<file path="config.mk">
export PLATFORM = sky130hd
export DESIGN_NAME = sha256_message_hasher
export DESIGN_NICKNAME = d
export VERILOG_FILES = /design/src/rtl/shamh_pkg.sv /design/src/rtl/sha256_message_hasher.sv /design/src/rtl/shamh_front.sv /design/src/rtl/shamh_queue.sv /design/src/rtl/shamh_back.sv
export SDC_FILE = /design/constraint.sdc
export NUM_CORES = 2
export LEC_CHECK = 0
export BUFFER_PORTS_ARGS = -buffer_cell sky130_fd_sc_hd__buf_2
export CAP_MARGIN = 20
export CORE_ASPECT_RATIO = 2
export CORE_MARGIN = 1.5
export CORE_UTILIZATION = 45
export CTS_CLUSTER_SIZE = 10
export DETAILED_ROUTE_END_ITERATION = 12
export GPL_TIMING_DRIVEN = 0
export HOLD_SLACK_MARGIN = 0.12
export PLACE_DENSITY = 0.63
export SLEW_MARGIN = 5
export SYNTH_ARGS = -nofsm -noshare
export SYNTH_HDL_FRONTEND = slang
export SYNTH_SLANG_ARGS = --single-unit
</file>
<file path="constraint.sdc">
create_clock -name clk -period 15.4 [get_ports clk]
set_input_delay 0 -clock clk [delete_from_list [all_inputs] [get_ports clk]]
set_output_delay 0 -clock clk [all_outputs]
set_load 0.005 [all_outputs]
</file>
<file path="src/rtl/shamh_pkg.sv">
// SHA-256 message hasher: shared types, queue sizing, initial hash and round constant tables.
// No dependencies; used by every module of the hasher.
package shamh_pkg;

	// word queue between the byte packer and the compression engine
	localparam int QDEPTH = 16;
	localparam int QAW    = $clog2(QDEPTH);
	localparam int QCW    = $clog2(QDEPTH + 1);

	// padding marker byte
	localparam logic [7:0] PAD_BYTE = 8'h80;

	typedef logic [31:0] word_t;

	// one 32-bit message word plus its block markers
	typedef struct packed {
		word_t data;
		logic  blk_end;  // last word of a 64-byte block
		logic  msg_end;  // block is the final one of the message
	} qword_t;

	// initial hash values H0..H7
	function automatic word_t init_hash(input logic [2:0] idx);
		word_t v;
		case (idx)
			3'd0:    v = 32'h6a09e667;
			3'd1:    v = 32'hbb67ae85;
			3'd2:    v = 32'h3c6ef372;
			3'd3:    v = 32'ha54ff53a;
			3'd4:    v = 32'h510e527f;
			3'd5:    v = 32'h9b05688c;
			3'd6:    v = 32'h1f83d9ab;
			default: v = 32'h5be0cd19;
		endcase
		return v;
	endfunction

	// round constants K0..K63
	function automatic word_t round_k(input logic [5:0] t);
		word_t v;
		case (t)
			6'd0:  v = 32'h428a2f98; 6'd1:  v = 32'h71374491;
			6'd2:  v = 32'hb5c0fbcf; 6'd3:  v = 32'he9b5dba5;
			6'd4:  v = 32'h3956c25b; 6'd5:  v = 32'h59f111f1;
			6'd6:  v = 32'h923f82a4; 6'd7:  v = 32'hab1c5ed5;
			6'd8:  v = 32'hd807aa98; 6'd9:  v = 32'h12835b01;
			6'd10: v = 32'h243185be; 6'd11: v = 32'h550c7dc3;
			6'd12: v = 32'h72be5d74; 6'd13: v = 32'h80deb1fe;
			6'd14: v = 32'h9bdc06a7; 6'd15: v = 32'hc19bf174;
			6'd16: v = 32'he49b69c1; 6'd17: v = 32'hefbe4786;
			6'd18: v = 32'h0fc19dc6; 6'd19: v = 32'h240ca1cc;
			6'd20: v = 32'h2de92c6f; 6'd21: v = 32'h4a7484aa;
			6'd22: v = 32'h5cb0a9dc; 6'd23: v = 32'h76f988da;
			6'd24: v = 32'h983e5152; 6'd25: v = 32'ha831c66d;
			6'd26: v = 32'hb00327c8; 6'd27: v = 32'hbf597fc7;
			6'd28: v = 32'hc6e00bf3; 6'd29: v = 32'hd5a79147;
			6'd30: v = 32'h06ca6351; 6'd31: v = 32'h14292967;
			6'd32: v = 32'h27b70a85; 6'd33: v = 32'h2e1b2138;
			6'd34: v = 32'h4d2c6dfc; 6'd35: v = 32'h53380d13;
			6'd36: v = 32'h650a7354; 6'd37: v = 32'h766a0abb;
			6'd38: v = 32'h81c2c92e; 6'd39: v = 32'h92722c85;
			6'd40: v = 32'ha2bfe8a1; 6'd41: v = 32'ha81a664b;
			6'd42: v = 32'hc24b8b70; 6'd43: v = 32'hc76c51a3;
			6'd44: v = 32'hd192e819; 6'd45: v = 32'hd6990624;
			6'd46: v = 32'hf40e3585; 6'd47: v = 32'h106aa070;
			6'd48: v = 32'h19a4c116; 6'd49: v = 32'h1e376c08;
			6'd50: v = 32'h2748774c; 6'd51: v = 32'h34b0bcb5;
			6'd52: v = 32'h391c0cb3; 6'd53: v = 32'h4ed8aa4a;
			6'd54: v = 32'h5b9cca4f; 6'd55: v = 32'h682e6ff3;
			6'd56: v = 32'h748f82ee; 6'd57: v = 32'h78a5636f;
			6'd58: v = 32'h84c87814; 6'd59: v = 32'h8cc70208;
			6'd60: v = 32'h90befffa; 6'd61: v = 32'ha4506ceb;
			6'd62: v = 32'hbef9a3f7;
			default: v = 32'hc67178f2;
		endcase
		return v;
	endfunction

endpackage

</file>
<file path="src/rtl/sha256_message_hasher.sv">
// SHA-256 message hasher top level: front end, word queue and compression engine.
// Depends on shamh_pkg, shamh_front, shamh_queue and shamh_back.
//
//  channel   | handshake                  | payload
//  ----------+----------------------------+--------------------------------------
//  message   | byte_valid / byte_stall    | data_byte[7:0], has_byte, last_byte
//  digest    | digest_valid / digest_stall| digest_word[31:0], word_index[2:0], last_word
//
// Bytes are taken one per cycle while the 16-word queue has room and no padding is under
// way; each full block takes load, 64 rounds (one a cycle, the first 16 only while words
// are queued) and hash add. A last byte stalls input for the padding words, one per cycle
// while the queue has room (up to 18). The digest then leaves as eight words, one per
// cycle unless stalled. Reset restores the initial hash values and empties the queue.
module sha256_message_hasher (
	input  logic        clk,
	input  logic        arst_n,
	input  logic        byte_valid,
	output logic        byte_stall,
	input  logic [7:0]  data_byte,
	input  logic        has_byte,
	input  logic        last_byte,
	output logic        digest_valid,
	input  logic        digest_stall,
	output logic [31:0] digest_word,
	output logic [2:0]  word_index,
	output logic        last_word
);
	import shamh_pkg::*;

	qword_t         q_wr;
	qword_t         q_head;
	logic           q_push;
	logic           q_pop;
	logic           q_empty;
	logic           q_full;
	logic [QCW-1:0] q_count;

	shamh_front u_front (
		.clk        (clk),
		.arst_n     (arst_n),
		.byte_valid (byte_valid),
		.byte_stall (byte_stall),
		.data_byte  (data_byte),
		.has_byte   (has_byte),
		.last_byte  (last_byte),
		.q_full     (q_full),
		.q_push     (q_push),
		.q_wr       (q_wr)
	);

	shamh_queue u_queue (
		.clk     (clk),
		.arst_n  (arst_n),
		.push    (q_push),
		.wr      (q_wr),
		.pop     (q_pop),
		.head    (q_head),
		.q_empty (q_empty),
		.q_full  (q_full),
		.q_count (q_count)
	);

	shamh_back u_back (
		.clk          (clk),
		.arst_n       (arst_n),
		.q_empty      (q_empty),
		.head         (q_head),
		.pop          (q_pop),
		.digest_valid (digest_valid),
		.digest_stall (digest_stall),
		.digest_word  (digest_word),
		.word_index   (word_index),
		.last_word    (last_word)
	);

	// front end never pushes into a full queue
	a_no_overflow: assert property (@(posedge clk) disable iff (!arst_n)
		!(q_push && q_full))
		else $error("word pushed into full queue");

	// engine never pops an empty queue
	a_no_underflow: assert property (@(posedge clk) disable iff (!arst_n)
		!(q_pop && q_empty))
		else $error("word popped from empty queue");

	// fill level stays within depth
	a_count_range: assert property (@(posedge clk) disable iff (!arst_n)
		q_count <= QCW'(QDEPTH))
		else $error("queue count out of range");

	// digest words come out in order without gaps
	a_digest_order: assert property (@(posedge clk) disable iff (!arst_n)
		(digest_valid && !digest_stall && !last_word) |=>
		(digest_valid && word_index == 3'($past(word_index) + 3'd1)))
		else $error("digest word sequence broken");

	// the digest ends after its eighth word
	a_digest_end: assert property (@(posedge clk) disable iff (!arst_n)
		(digest_valid && !digest_stall && last_word) |=> !digest_valid)
		else $error("digest valid after final word");

endmodule

</file>
<file path="src/rtl/shamh_front.sv">
// SHA-256 hasher front end: packs bytes into words, appends padding and bit length.
// Depends on shamh_pkg; feeds shamh_queue.
module shamh_front (
	input  logic            clk,
	input  logic            arst_n,
	input  logic            byte_valid,
	output logic            byte_stall,
	input  logic [7:0]      data_byte,
	input  logic            has_byte,
	input  logic            last_byte,
	input  logic            q_full,
	output logic            q_push,
	output shamh_pkg::qword_t q_wr
);
	import shamh_pkg::*;

	typedef enum logic {F_BYTES, F_PAD} fstate_t;

	fstate_t     state_q;
	logic [23:0] part_q;     // partial word, newest byte lowest
	logic [1:0]  bcnt_q;     // bytes in partial word
	logic [3:0]  wcnt_q;     // words pushed in current block
	logic [60:0] total_q;    // message bytes so far
	logic        marked_q;   // 0x80 marker already pushed
	logic        len_blk_q;  // current block carries the length

	logic        accept;
	logic        take;
	logic        word_done;
	logic [3:0]  wcnt_nx;
	logic        pad_exit;
	word_t       marker;

	assign byte_stall = (state_q == F_PAD) || q_full;
	assign accept     = byte_valid && !byte_stall;
	assign take       = accept && has_byte;
	assign word_done  = take && (bcnt_q == 2'd3);
	assign wcnt_nx    = word_done ? wcnt_q + 4'd1 : wcnt_q;
	assign pad_exit   = marked_q && len_blk_q && (wcnt_q == 4'd15);

	// partial bytes followed by the marker and zeros
	always_comb begin
		case (bcnt_q)
			2'd0:    marker = {PAD_BYTE, 24'h0};
			2'd1:    marker = {part_q[7:0], PAD_BYTE, 16'h0};
			2'd2:    marker = {part_q[15:0], PAD_BYTE, 8'h0};
			default: marker = {part_q[23:0], PAD_BYTE};
		endcase
	end

	// word to the queue
	always_comb begin
		q_push     = 1'b0;
		q_wr.data  = '0;
		q_wr.blk_end = (wcnt_q == 4'd15);
		q_wr.msg_end = 1'b0;
		case (state_q)
			F_BYTES: begin
				q_push    = word_done;
				q_wr.data = {part_q, data_byte};
			end
			F_PAD: begin
				q_push = !q_full;
				if (!marked_q) begin
					q_wr.data = marker;
				end else if (len_blk_q && wcnt_q == 4'd14) begin
					q_wr.data = total_q[60:29];
				end else if (len_blk_q && wcnt_q == 4'd15) begin
					q_wr.data    = {total_q[28:0], 3'b000};
					q_wr.msg_end = 1'b1;
				end
			end
			default: begin
				q_push = 1'b0;
			end
		endcase
	end

	// packing and padding sequence
	always_ff @(posedge clk or negedge arst_n) begin
		if (!arst_n) begin
			state_q   <= F_BYTES;
			bcnt_q    <= '0;
			wcnt_q    <= '0;
			total_q   <= '0;
			marked_q  <= 1'b0;
			len_blk_q <= 1'b0;
			part_q    <= '0;
		end else begin
			case (state_q)
				F_BYTES: begin
					if (take) begin
						part_q  <= {part_q[15:0], data_byte};
						bcnt_q  <= bcnt_q + 2'd1;
						wcnt_q  <= wcnt_nx;
						total_q <= total_q + 61'd1;
					end
					if (accept && last_byte) begin
						state_q   <= F_PAD;
						marked_q  <= 1'b0;
						// marker past byte 55 spills into a second block
						len_blk_q <= (wcnt_nx[3:1] != 3'b111);
					end
				end
				F_PAD: begin
					if (!q_full) begin
						marked_q <= 1'b1;
						bcnt_q   <= '0;
						wcnt_q   <= wcnt_q + 4'd1;
						if (wcnt_q == 4'd15) begin
							len_blk_q <= 1'b1;
						end
						if (pad_exit) begin
							state_q <= F_BYTES;
							total_q <= '0;
							wcnt_q  <= '0;
						end
					end
				end
				default: begin
					state_q <= F_BYTES;
				end
			endcase
		end
	end

endmodule

</file>
<file path="src/rtl/shamh_queue.sv">
// SHA-256 hasher word queue between the front end and the compression engine.
// Depends on shamh_pkg.
module shamh_queue (
	input  logic              clk,
	input  logic              arst_n,
	input  logic              push,
	input  shamh_pkg::qword_t wr,
	input  logic              pop,
	output shamh_pkg::qword_t head,
	output logic              q_empty,
	output logic              q_full,
	output logic [shamh_pkg::QCW-1:0] q_count
);
	import shamh_pkg::*;

	qword_t           slot_q [QDEPTH];
	logic [QAW-1:0]   wr_ptr_q;
	logic [QAW-1:0]   rd_ptr_q;
	logic [QCW-1:0]   count_q;

	assign q_empty = (count_q == '0);
	assign q_full  = (count_q == QCW'(QDEPTH));
	assign q_count = count_q;
	assign head    = slot_q[rd_ptr_q];

	// storage
	always_ff @(posedge clk) begin
		if (push && !q_full) begin
			slot_q[wr_ptr_q] <= wr;
		end
	end

	// pointers and fill level
	always_ff @(posedge clk or negedge arst_n) begin
		if (!arst_n) begin
			wr_ptr_q <= '0;
			rd_ptr_q <= '0;
			count_q  <= '0;
		end else begin
			if (push && !q_full) begin
				wr_ptr_q <= wr_ptr_q + QAW'(1);
			end
			if (pop && !q_empty) begin
				rd_ptr_q <= rd_ptr_q + QAW'(1);
			end
			case ({push && !q_full, pop && !q_empty})
				2'b10:   count_q <= count_q + QCW'(1);
				2'b01:   count_q <= count_q - QCW'(1);
				default: count_q <= count_q;
			endcase
		end
	end

endmodule

</file>
<file path="src/rtl/shamh_back.sv">
// SHA-256 hasher back end: 64-round compression, hash update and digest output.
// Depends on shamh_pkg; reads words from shamh_queue.
module shamh_back (
	input  logic              clk,
	input  logic              arst_n,
	input  logic              q_empty,
	input  shamh_pkg::qword_t head,
	output logic              pop,
	output logic              digest_valid,
	input  logic              digest_stall,
	output logic [31:0]       digest_word,
	output logic [2:0]        word_index,
	output logic              last_word
);
	import shamh_pkg::*;

	typedef enum logic [1:0] {B_IDLE, B_RUN, B_ADD, B_OUT} bstate_t;

	bstate_t     state_q;
	word_t       hash_q  [8];
	word_t       wv_q    [8];   // a..h
	word_t       sched_q [16];  // index 15 newest
	logic [5:0]  t_q;
	logic        fin_q;
	logic [2:0]  idx_q;

	logic        need_word;
	logic        step;
	word_t       w_in;
	word_t       t1;
	word_t       t2;

	function automatic word_t rotr(input word_t x, input int n);
		return (x >> n) | (x << (32 - n));
	endfunction

	assign need_word = (t_q[5:4] == 2'b00);
	assign step      = (state_q == B_RUN) && (!need_word || !q_empty);
	assign pop       = step && need_word;

	// schedule word and round sums
	always_comb begin
		if (need_word) begin
			w_in = head.data;
		end else begin
			w_in = (rotr(sched_q[14], 17) ^ rotr(sched_q[14], 19) ^ (sched_q[14] >> 10))
				+ sched_q[9]
				+ (rotr(sched_q[1], 7) ^ rotr(sched_q[1], 18) ^ (sched_q[1] >> 3))
				+ sched_q[0];
		end
		t1 = wv_q[7] + (rotr(wv_q[4], 6) ^ rotr(wv_q[4], 11) ^ rotr(wv_q[4], 25))
			+ ((wv_q[4] & wv_q[5]) ^ (~wv_q[4] & wv_q[6]))
			+ round_k(t_q) + w_in;
		t2 = (rotr(wv_q[0], 2) ^ rotr(wv_q[0], 13) ^ rotr(wv_q[0], 22))
			+ ((wv_q[0] & wv_q[1]) ^ (wv_q[0] & wv_q[2]) ^ (wv_q[1] & wv_q[2]));
	end

	assign digest_valid = (state_q == B_OUT);
	assign digest_word  = hash_q[idx_q];
	assign word_index   = idx_q;
	assign last_word    = (idx_q == 3'd7);

	// working variables and schedule
	always_ff @(posedge clk) begin
		if (state_q == B_IDLE && !q_empty) begin
			for (int i = 0; i < 8; i++) begin
				wv_q[i] <= hash_q[i];
			end
		end else if (step) begin
			for (int i = 0; i < 15; i++) begin
				sched_q[i] <= sched_q[i + 1];
			end
			sched_q[15] <= w_in;
			wv_q[7] <= wv_q[6];
			wv_q[6] <= wv_q[5];
			wv_q[5] <= wv_q[4];
			wv_q[4] <= wv_q[3] + t1;
			wv_q[3] <= wv_q[2];
			wv_q[2] <= wv_q[1];
			wv_q[1] <= wv_q[0];
			wv_q[0] <= t1 + t2;
		end
	end

	// sequencer and hash words
	always_ff @(posedge clk or negedge arst_n) begin
		if (!arst_n) begin
			state_q <= B_IDLE;
			t_q     <= '0;
			fin_q   <= 1'b0;
			idx_q   <= '0;
			for (int i = 0; i < 8; i++) begin
				hash_q[i] <= init_hash(3'(i));
			end
		end else begin
			case (state_q)
				B_IDLE: begin
					if (!q_empty) begin
						t_q     <= '0;
						state_q <= B_RUN;
					end
				end
				B_RUN: begin
					if (step) begin
						t_q <= t_q + 6'd1;
						if (t_q == 6'd15) begin
							fin_q <= head.msg_end;
						end
						if (t_q == 6'd63) begin
							state_q <= B_ADD;
						end
					end
				end
				B_ADD: begin
					for (int i = 0; i < 8; i++) begin
						hash_q[i] <= hash_q[i] + wv_q[i];
					end
					idx_q   <= '0;
					state_q <= fin_q ? B_OUT : B_IDLE;
				end
				B_OUT: begin
					if (!digest_stall) begin
						idx_q <= idx_q + 3'd1;
						if (idx_q == 3'd7) begin
							for (int i = 0; i < 8; i++) begin
								hash_q[i] <= init_hash(3'(i));
							end
							state_q <= B_IDLE;
						end
					end
				end
				default: begin
					state_q <= B_IDLE;
				end
			endcase
		end
	end

endmodule
</file>
# Word-level counts from Yosys, hierarchy flattened
# Memory sizes are Yosys's and may differ from the RTL's.
# Cells that the tools add are included.
# W data, S select, Z words.
# totals
memories,4
regBits,375
output_inout_bits,38
in_bits,14
mem_bits_rw,1312
word_cells,223
romBits,2048
# classes
reduce_logical,37
eq_ne,26
n_bitwise,37
order_cmp,1
add_sub_neg,27
muxes,68
# mem_list
name,words,width,read_ports,rd_ports_with_merged_regs,wr,line,rtl
(name not given),64,32,1,0,0,shamh_pkg.sv:41,case (t)
u_queue.slot_q,16,34,1,0,1,shamh_queue.sv:16,qword_t slot_q [QDEPTH];
u_back.sched_q,16,32,16,0,16,shamh_back.sv:22,word_t sched_q [16];
u_back.wv_q,8,32,8,0,8,shamh_back.sv:21,word_t wv_q [8];
# ops
op,n
$add A32 B32 Y32,18
$mux W256,2
$pmux W256 S2,1
$mux W32,14
$xor A32 B32 Y32,9
$mux W61,3
$and A32 B32 Y32,5
$pmux W61 S2,1
$bmux W32 S3,1
$pmux W32 S3,1
$pmux W32 S2,1
$add A61 B1 Y61 const B,1
$not A32 Y32,1
$or A10 B32 Y32,1
$or A13 B32 Y32,1
$or A14 B32 Y32,1
$or A15 B32 Y32,1
$or A19 B32 Y32,1
$or A21 B32 Y32,1
$or A25 B32 Y32,1
$or A26 B32 Y32,1
$or A30 B32 Y32,1
$or A7 B32 Y32,1
$xor A32 B22 Y32,1
42 further kinds,127

# Longest topological paths before layout
# An unclocked memory read counts as a cell.
# depth
ltp_word,11
ltp_mapped,46
mapped_depth_nobuf,46

# Modules after synthesis
# From an unflattened synthesis, not the netlist that was laid out.
# unflattened
cells_unflattened,8052
hier_area_um2,93006.7
# modules_own_cells
module,cells_each,n_inst,area_per_inst_um2,seq_area_each_um2
shamh_back,6277,1,65760.6,29938.7
shamh_queue,1104,1,21665.8,16661.0
shamh_front,671,1,5580.4,2352.3

# Worst setup path before layout
# Ideal clock, no wire load.
# synth_timing
path_kind,register to register
startpoint,register u_back.t_q[4]
endpoint,"memory u_back.sched_q[0][0] (netlist bit), enable pin"
n_path_buf,3
setup_slack_ns,-0.948
period_less_slack_ns,16.348
t_required_ns,14.323
stages_incl_launch_ff,7
setup_ns,1.077
t_arrival_ns,15.271
path_cell_list,dfrtp_1 > clkbuf_1 > nor2_1 > a21o_1 > clkbuf_1 > inv_2 > clkbuf_1
# synth_rtl
item,line,rtl
from (decl),shamh_back.sv:23,logic [5:0] t_q;
from (signal assigned),shamh_back.sv:105,t_q <= t_q + 6'd1;
to (decl),shamh_back.sv:22,

==> metrics.md <==
| Metric | Value |
|---|---|
| R2R Path Start | u_back.t_q[1] |
| Clk_skew | between 0.1 and 0.15 ns |
| Most frequent cells in the layout | 1296 x edfxtp_1, 1168 x nand2_1, 459 x a21oi_1 |
| Row Count | roughly 230 |
| Fin util | roughly half |
| Finish-stage setup viols | 0 |
| CP top delay family | compound AO/OA/AOI/OAI gates |
| Clk root buf | clkbuf_16 |
| TritonCTS clock tree | built |
| Arrival @ worst endpoint | roughly 13 ns |
| Mean post-synth cell area | roughly 12 sq um |
| Worst setup path class | reg2reg |
| Synth cell types | 101 |
| DPL Wire Length | around 260 mm |
| Placed cells | between 10000 and 15000 |
| Area grow syn2layout | 12.6% |
| F_max | ~80 MHz |
| Register area | 0.0485 sq mm |
| Drt wl/cell | 31.3 microns |
| Ys async rst share | between 20 and 25% |
| Worst stage delay on the critical path | 0.73 ns |
| Share of layout cells above drive strength 1 | 10.7% |
| Die H | around 640 microns |
| Largest net degree at the start of global routing | roughly 110 |
| Min-Delay Endpoint | u_back.word_index[0] |
| Grt ovf | 0 |
| Crit path time final | 12.44 ns |
| Most common cell after layout, fill and taps aside | edfxtp_1 |
| CP bufs+invs | 6 |
| Setup TNS | 0 ns |
| Area of the multi-input gates | around 0.040 sq mm |
| Final net count | 8683 |
| Syn nets | between 8000 and 9000 |
| Via count of the first global-routing pass | ~66000 |
| Iteration count of the initial detailed-routing pass | 9 |
| Count of flip-flops with a built-in enable after synthesis | about 1300 |
| CP max FO | 10 |
| Fin crit share | between 80% and 90% |
| Hold Path Depth | 4 |
| Worst Hold Class | in2reg |
| Die width | roughly 320 microns |
| Placer Congestion | about 1.1 |
| Slew Limit Fails | 0 |
| Crit path top cell by count | a21o_1 |
| RSZ-0062 raised after global routing | false |
| Via-per-instance ratio | approximately 6.0 |
| Worst setup SP type | flip-flop |
| IO Count | 52 |
| R2R setup slack | between 2 and 3 ns |
| Most used DFF post-synth | edfxtp_1 |
| Final hold violation count | 0 |
| Worst path required time | about 16 ns |
| Slew @ Worst Pin | roughly 1.3 ns |
| Initial Util | around 45% |
| Die ar. | 0.206 sq mm |
| Drt total wl | about 340 mm |
| Critical R2R Capture | u_back.wv_q[0][29] |
| Max Root-Sink Buffers | 4 |
| CTS resizes | 0 |
| Reg clk slew, reported paths | roughly 0.070 ns |
| Routed vias | about 65000 |
| Port bufs | 51 |
| Layout Cells excl Fill | between 10000 and 15000 |
| Worst-Skew Late Latency | 0.89 ns |
| Worst Setup End Kind | flip-flop |
| Hold wc startpoint | digest_stall |
| ANT nets after route | 0 |
| Register area share after synthesis | between 50% and 60% |
| H-tree levels | 4 |
| First-pass GRT wire length | between 400 and 500 mm |
| Yosys warnings | 0 |
| Slowest-stage cell, CP | clkbuf_1 |
| Num CTS Buffers | 195 |
| WP depth | 40 |
| Total GRT Usage | ~33% |
| Initial antenna violation count | 5 |
| Mapped Area | 0.0913 sq mm |
| Filler Cells Inserted | around 18000 |
| Reg2Reg Depth | 40 |
| Max transition margin | a little over an eighth |
| DRC violations left | 0 |
| Max-cap violations | 0 |
| Status | complete, no violations |
| DR iter-0 viols | between 5000 and 6000 |
| Number of synthesized register bits | 1671 |
| Core Box Area | ~0.20 sq mm |
| Clock sink count | 1671 |
| Mapped Cells | about 7700 |
-- registers in the layout, summed over array words and instances, names as in the netlist, 5 cells and up --
signal and count:
u_queue.slot_q 528, u_back.sched_q 512, u_back.hash_q 256, u_back.wv_q 256, u_front.total_q 61, u_front.part_q 24
u_back.t_q 6, u_queue.q_count 5
-- final cells by class --
cell class,count,area share [%]
clock inverter,9,0.117
antenna,3,0.00731
sequential,1671,47.2
tap,2702,3.29
timing repair buffer,194,2.34
inverter,402,1.47
buffer,341,1.28
clock buffer,312,5.23
multi-input combinational,5247,39.1
-- how the worst max path moves through the flow --
stage / endpoint / startpoint / slack, ns
after floorplan: u_back.wv_q[0][29] / u_back.sched_q[0][36] / 6.31
after global placement: u_back.wv_q[0][169] / u_back.t_q[4] / -0.37
after detailed placement: u_back.wv_q[0][29] / u_back.t_q[1] / 3.37
after CTS: u_back.wv_q[0][29] / u_back.t_q[1] / 3.34
after global routing: u_back.wv_q[0][31] / u_back.t_q[1] / 2.61
final: u_back.wv_q[0][29] / u_back.t_q[1] / 2.96
-- synth_stat cells, drive strengths merged (96+ instances only) --
library cell  number  area share, %
edfxtp          1296             43
nand2           1169            4.8
a21oi            465            2.6
o21ai            433            2.4
nor2             423            1.7
ha               421            5.8
inv              402            1.7
xnor2            381            3.7
clkbuf           293            1.2
dfrtp            239            6.6
mux4             237            5.8
xor2             230            2.2
fa               196            4.3
a21o             187            1.5
dfstp            136            3.9
nand3             96           0.53
-- metal layers --
| metal | global-route usage (%) | part of all wire (%) | vias up |
|---|---|---|---|
| met2 | 57.1 | 50 | 2879 |
| met5 | 0 | 0.015 | - |
| met3 | 5.54 | 5.7 | 1215 |
| met1 | 33.1 | 32 | 32600 |
| li1 | - | - | 28500 |
| met4 | 32.4 | 12 | 8 |
-- metrics by stage --
step | hold slack (ns) | area, sq um | setup slack, ns
after global placement | 0.253 | 94900 | -0.368
after floorplan | -0.296 | 91300 | 6.31
after CTS | 0.166 | 103000 | 3.34
final | 0.234 | 103000 | 2.96
after detailed placement | -0.0325 | 96800 | 3.37
after global routing | 0.255 | 103000 | 2.61
-- cell families (layout without fill, tap and decap cells) --
logic type | Yosys count | after routing | synth area share [%]
fa+ha+maj | 634 | 634 | 10.3
xor+xnor | 613 | 613 | 5.91
flops | 1671 | 1671 | 53.1
compound gates | 1622 | 1622 | 11.3
buf+inv | 743 | 1258 | 3.06
simple gates | 2062 | 2062 | 9.62
other cells | 0 | 3 | 0
mux | 316 | 316 | 6.76
-- worst min-delay path, delay by kind of cell --
| kind | cells | cell delay [ns] |
|---|---|---|
| AOI/OAI and AO/OA | 1 | 0.10 |
| buffers and inverters | 2 | 0.79 |
| muxes | 1 | 0.13 |
-- timing repair --
item	4_1_cts	5_1_grt
endpoints found under the hold margin	483	0
setup buffers	0	0
hold buffers	27	0
Power is left out: the tool's default activity adds up to more than one toggle a clock period on the data nets, which glitch-free logic cannot reach.
